## src/sv/wtrb_pkg.sv

```systemverilog
`default_nettype none

package wtrb_pkg;

   localparam int unsigned BUF_WORDS_DEF  = 1024;
   localparam logic [31:0] HEADER_TAG_DEF = 32'h1000_2001;
   localparam int unsigned REC_WORDS      = 3;

   typedef enum logic [1:0] {
      FUNC_RESERVE = 2'd0,
      FUNC_WRITE   = 2'd1,
      FUNC_READ    = 2'd2
   } func_type;

   typedef enum logic [2:0] {
      STAT_OK        = 3'd0,
      STAT_TOO_LARGE = 3'd1,
      STAT_OPEN      = 3'd2,
      STAT_OVERRUN   = 3'd3,
      STAT_EMPTY     = 3'd4,
      STAT_BAD_TAG   = 3'd5
   } status_type;

   typedef enum logic [3:0] {
      S_IDLE,
      S_READ,
      S_RD0,
      S_RD1,
      S_RD2,
      S_RD3,
      S_W0,
      S_W1,
      S_W2,
      S_W3
   } seq_state_type;

endpackage

`default_nettype wire

```

## src/sv/wtrb_ptr_add.sv

```systemverilog
`default_nettype none

// pointer adder modulo twice the ring size, shared by every pointer step
module wtrb_ptr_add #(
   parameter int unsigned BUF_WORDS = wtrb_pkg::BUF_WORDS_DEF
) (
   input  wire logic [$clog2(2*BUF_WORDS)-1:0] base,
   input  wire logic [$clog2(2*BUF_WORDS)-1:0] offset,
   output logic      [$clog2(2*BUF_WORDS)-1:0] sum
);

   localparam int unsigned PW = $clog2(2*BUF_WORDS);
   localparam logic [PW:0] SPAN = (PW+1)'(2*BUF_WORDS);

   logic [PW:0] raw;

   always_comb begin
      raw = {1'b0, base} + {1'b0, offset};
      if (raw >= SPAN) begin
         sum = PW'(raw - SPAN);
      end else begin
         sum = raw[PW-1:0];
      end
   end

endmodule

`default_nettype wire

```

## config.mk

```make
export PLATFORM = sky130hd
export DESIGN_NAME = wtrb_ptr_add
export DESIGN_NICKNAME = d
export VERILOG_FILES = /design/src/sv/wtrb_pkg.sv /design/src/sv/wtrb_ptr_add.sv
export SDC_FILE = /design/constraint.sdc
export NUM_CORES = 1
export LEC_CHECK = 0
export ABC_AREA = 0
export BUFFER_PORTS_ARGS = -buffer_cell sky130_fd_sc_hd__buf_2
export CAP_MARGIN = 5
export CORE_AREA = 5 5 42 44
export DETAILED_ROUTE_END_ITERATION = 12
export DIE_AREA = 0 0 47 49
export PLACE_DENSITY = 0.71
export SLEW_MARGIN = 15
export SYNTH_ARGS = -nofsm -noshare
export SYNTH_HDL_FRONTEND = slang
export SYNTH_SLANG_ARGS = --single-unit
export TNS_END_PERCENT = 10
```

## constraint.sdc

```tcl
create_clock -name vclk -period 5.15
set_input_delay 1.03 -clock vclk [all_inputs]
set_output_delay 1.03 -clock vclk [all_outputs]
set_load 0.1 [all_outputs]
```

==> results of run 1 <==
per-layer routing:
layer / part of all wire, % / up-vias / GRT usage [%]
met2: 50 / 11 / 15.6
met3: 5.9 / 0 / 0.369
met4: 0 / 0 / 0
met5: 0 / - / 0
met1: 44 / 231 / 13.9
li1: - / 269 / -
cell type report:
type                       instances  area, sq um
tap                               16         20.0
inverter                           4         15.0
timing repair buffer              33          165
fill                             160          724
multi-input combinational         52          477
placed cells by master, fill, tap and decap left out, types with 2 or more instances in the layout:
cell type	netlist	final
o21ai_0	2	2
nand2_1	2	2
ha_1	10	10
o21a_1	2	2
buf_2	0	33
a21oi_1	5	5
inv_1	4	4
and3_2	2	2
xnor2_1	7	7
nor2_1	2	2
xor2_1	3	3
nand2b_1	2	2
o41ai_4	2	2
or2_2	2	2
where the power goes:
group,leakage [nW],internal [mW],switching (mW)
Clock,0,0,0
Sequential,0,0,0
Combinational,0.361,0.0487,0.173
Total,0.361,0.0487,0.173
metrics by stage:
| step | utilization (%) | hold WS, ns | instance area, sq um | power, mW | setup slack, ns |
|---|---|---|---|---|---|
| 3_5_place_dp | 48.3 | 2.61 | 677 | 0.222 | 1.20 |
| 6_report | 48.3 | 2.60 | 677 | 0.221 | 1.22 |
| 3_3_place_gp | 48.3 | 2.60 | 677 | 0.221 | 1.22 |
| 4_1_cts | 48.3 | 2.61 | 677 | 0.223 | 1.20 |
| 5_1_grt | 48.3 | 2.61 | 677 | 0.232 | 1.02 |
| 2_1_floorplan | - | 2.60 | 492 | 0.190 | 0.411 |
worst max-delay path by stage:
stage	startpoint	slack (ns)	to
final	offset[0]	1.22	sum[10]
after global routing	offset[4]	1.02	sum[9]
after CTS	offset[0]	1.20	sum[10]
after detailed placement	offset[0]	1.20	sum[10]
after global placement	offset[0]	1.22	sum[10]
after floorplan	offset[0]	0.41	sum[10]
cells by family after synthesis:
logic type                 after synthesis  synth area share [%]
and+or+nand+nor                         15                  17.6
xor gates and xnor gates                10                  17.8
adders and majority gates               11                  29.5
AOI/OAI and AO/OA                       16                  32.1
buffers and inverters                    4                  3.05
==> impl_metrics.json, run 1 <==
{
  "status": "finished, final reports clean",
  "wl_mm": 1.08,
  "layout_min_cycle_time_ns": 3.93,
  "chipHeight_um": 49,
  "place_inst": 105,
  "finalHoldViolations": 0,
  "synth_commonest_cells": "ha_1, xnor2_1, a21oi_1",
  "avgSynthCellArea_sq_um": 8.78,
  "min_delay_worst_endpoint": "sum[10]",
  "area.growth.synth_to_final_pct": 37.7,
  "die-width_um": 47,
  "max_stage_delay_ns": 0.44,
  "crit_required_ns": 4.12,
  "relSlewSlack_pct": 67.7,
  "wl_per_cell_um": 10.3,
  "yosysWarnings": 0,
  "worstHoldStart": "offset[10]",
  "overflow": 0,
  "seq_area_sq_um": 0,
  "ant_nets": 0,
  "routabilityCongestion": 0.682,
  "setup_viol": 0,
  "post_cts_buffers": 0,
  "slew_viol_final": 0,
  "ioPinCount": 33,
  "antenna_found_initial": 0,
  "p_leak_nw": 0.361,
  "crit_buf_inv": 3,
  "layoutNonFillerInstCount": 105,
  "fp-row-count": 14,
  "yosysTopAreaCell": "ha_1",
  "cp_top_family": "compound AO/OA/AOI/OAI gates",
  "cp_cell_sequence": "buf_2 -> ha_1 -> inv_1 -> fa_1 -> nor2b_1 -> o21a_1 -> a31o_4 -> o41ai_4 -> xnor2_1 -> buf_2",
  "ir_worst_vdd_uv": 188,
  "rsz0062_at_grt": "no",
  "start_util_pct": 35.1,
  "io_buffers": 33,
  "synth_area_leaders": "ha_1, xnor2_1, o41ai_4, xor2_1, a21oi_1",
  "grt_pass1_vias": 453,
  "yosysTopAreaCellShare_pct": 25.4,
  "max_slew.worst_pin.slew_ns": 0.487,
  "seq_cells": 0,
  "drc": 0,
  "yosysMostFrequentCell": "ha_1",
  "hold_depth": 4,
  "power_density_mw_per_mm2": 327,
  "grtUsageTotal_pct": 9.41,
  "cp_common_cell": "buf_2",
  "slowest_stage": "buf_2",
  "num_vias": 511,
  "syn-cell-area_sq_um": 492,
  "die_area_sq_mm": 0.00230,
  "setup-tns-final_ns": 0,
  "crit_path_end_kind": "output port",
  "place_hpwl_um": 979,
  "worst-path-stages": 10,
  "arrival_ns": 2.90,
  "synth_seq_area_share_pct": 0,
  "cp-start-kind": "primary input",
  "cts_resized": 0,
  "fin_crit_sh_pct": 76.3,
  "final_nets": 124,
  "synthesis.nets": 89,
  "path_max_fanout": 3,
  "n_antenna_cell": 0,
  "hold_class": "in -> out",
  "synth_cells": 56,
  "drv_cap": 0,
  "n_clock_buffer": 0,
  "grt_pass1_wl_mm": 1.81,
  "drive_above_1_share_pct": 47.2,
  "grt_max_degree": 7,
  "max_freq_mhz": 255,
  "synth_cell_types": 24,
  "drt_iter0_drc": 5,
  "routed_via_density": 4.87,
  "core-area_sq_mm": 0.00140,
  "drt_pass1_iterations": 3,
  "hold_buffers": 0,
  "crit_type": "in -> out"
}
Power figures use the tool's default switching activity.
==> run 2: changes to the inputs <==
- clock period: 5.15 -> 3.8 ns (I/O delays scaled with it)
==> run 2 against run 1 <==
Effect of this change: non-clock buffer count is the same; global-route usage up 0.70 points; cell area increased by 1.1%; combinational power is 37% higher; utilization increased by 0.54 points; critical endpoint unchanged; highest routed layer unchanged.
==> impl_metrics.json, run 2 (synthesized netlist as in run 1, its figures left out) <==
{
  "max_slew.worst_pin.slew_ns": 0.489,
  "crit_required_ns": 3.04,
  "utilization_pct": 48.8,
  "routabilityCongestion": 0.734,
  "drt_iter0_drc": 7,
  "hold_class": "in -> out",
  "hold_ws_ns": 2.09,
  "rsz0062_at_grt": "no",
  "overflow": 0,
  "final_common_cell": "buf_2",
  "power_mw": 0.303,
  "layout_common_cells": "buf_2, ha_1, xnor2_1",
  "start_util_pct": 35.1,
  "cts_resized": 0,
  "drive_above_1_share_pct": 48.3,
  "setup-tns-final_ns": 0,
  "path_max_fanout": 3,
  "chipHeight_um": 49,
  "fp-row-count": 14,
  "min_delay_worst_endpoint": "sum[9]",
  "post_cts_buffers": 0,
  "wl_mm": 1.16,
  "layout_min_cycle_time_ns": 3.42,
  "ioPinCount": 33,
  "ir_worst_vdd_uv": 247,
  "drc": 0,
  "wl_per_cell_um": 11.1,
  "arrival_ns": 2.66,
  "area.growth.synth_to_final_pct": 39.2,
  "n_antenna_cell": 0,
  "drt_pass1_iterations": 4,
  "n_clock_buffer": 0,
  "finalHoldViolations": 0,
  "hold_buffers": 0,
  "antenna_found_initial": 0,
  "die-width_um": 47,
  "seq_cells": 0,
  "drv_cap": 0,
  "place_hpwl_mm": 1.07,
  "slew_viol_final": 0,
  "max_freq_mhz": 293,
  "grt_pass1_wl_mm": 1.90,
  "hold_depth": 4,
  "crit_type": "in -> out",
  "grt_pass1_vias": 476,
  "power_density_mw_per_mm2": 443,
  "status": "finished, final reports clean",
  "core-area_sq_mm": 0.00140,
  "p_leak_nw": 0.367,
  "seq_area_sq_um": 0,
  "worstHoldStart": "base[9]",
  "final_nets": 124,
  "cp-start-kind": "primary input",
  "fin_crit_sh_pct": 89.9,
  "fill_cells": 151,
  "io_buffers": 33,
  "relSlewSlack_pct": 67.6,
  "routed_via_density": 4.95,
  "die_area_sq_mm": 0.00230,
  "num_vias": 520,
  "grt_max_degree": 7,
  "crit_path_end_kind": "output port",
  "setup_viol": 0,
  "grtUsageTotal_pct": 10.1,
  "ant_nets": 0
}
-- run 2: cell counts in the layout (fill, tap and decap cells not counted) --
No cell type changed its count.
-- run 2: area by class of cell --
class	count	area (sq um)	share of cell area, %
Multi-Input combinational cell	52	484	70.7
Timing Repair Buffer	33	165	24.1
Inverter	4	15.0	2.19
Tap cell	16	20.0	2.93
-- run 2: metrics by stage --
stage / setup WS (ns) / cells / instance area, sq um
after floorplan: -0.383 / 56 / 499
after global placement: 0.377 / 105 / 684
after detailed placement: 0.369 / 105 / 684
after CTS: 0.368 / 105 / 684
after global routing: 0.238 / 105 / 684
final: 0.382 / 105 / 684
-- run 2: per-layer routing --
metal	share of wire [%]	global-route usage (%)	up-vias
li1	-	-	269
met1	41	13.9	239
met2	54	18.1	12
met3	5.4	0	0
met4	0	0	0
met5	0	0	-
-- run 2: where the power goes --
| group | switching [mW] | internal, mW | total [mW] |
|---|---|---|---|
| sequential | 0 | 0 | 0 |
| combinational | 0.236 | 0.0673 | 0.303 |
| clock | 0 | 0 | 0 |
-- run 2: worst max path at each step --
stage,end,start,slack (ns),cells past startpoint
2_1_floorplan,sum[8],offset[0],-0.38,8
3_3_place_gp,sum[10],offset[0],0.38,10
3_5_place_dp,sum[10],offset[0],0.37,10
4_1_cts,sum[10],offset[0],0.37,10
5_1_grt,sum[9],offset[4],0.24,8
6_report,sum[10],offset[0],0.38,10
-- run 2: worst max-delay path, stage by stage --
cell and delay (ns):
buf_2 0.10, ha_1 0.20, inv_1 0.07, fa_1 0.20, nor2b_1 0.06, o21a_1 0.19
a31o_4 0.27, o41ai_4 0.25, xnor2_2 0.15, buf_2 0.43
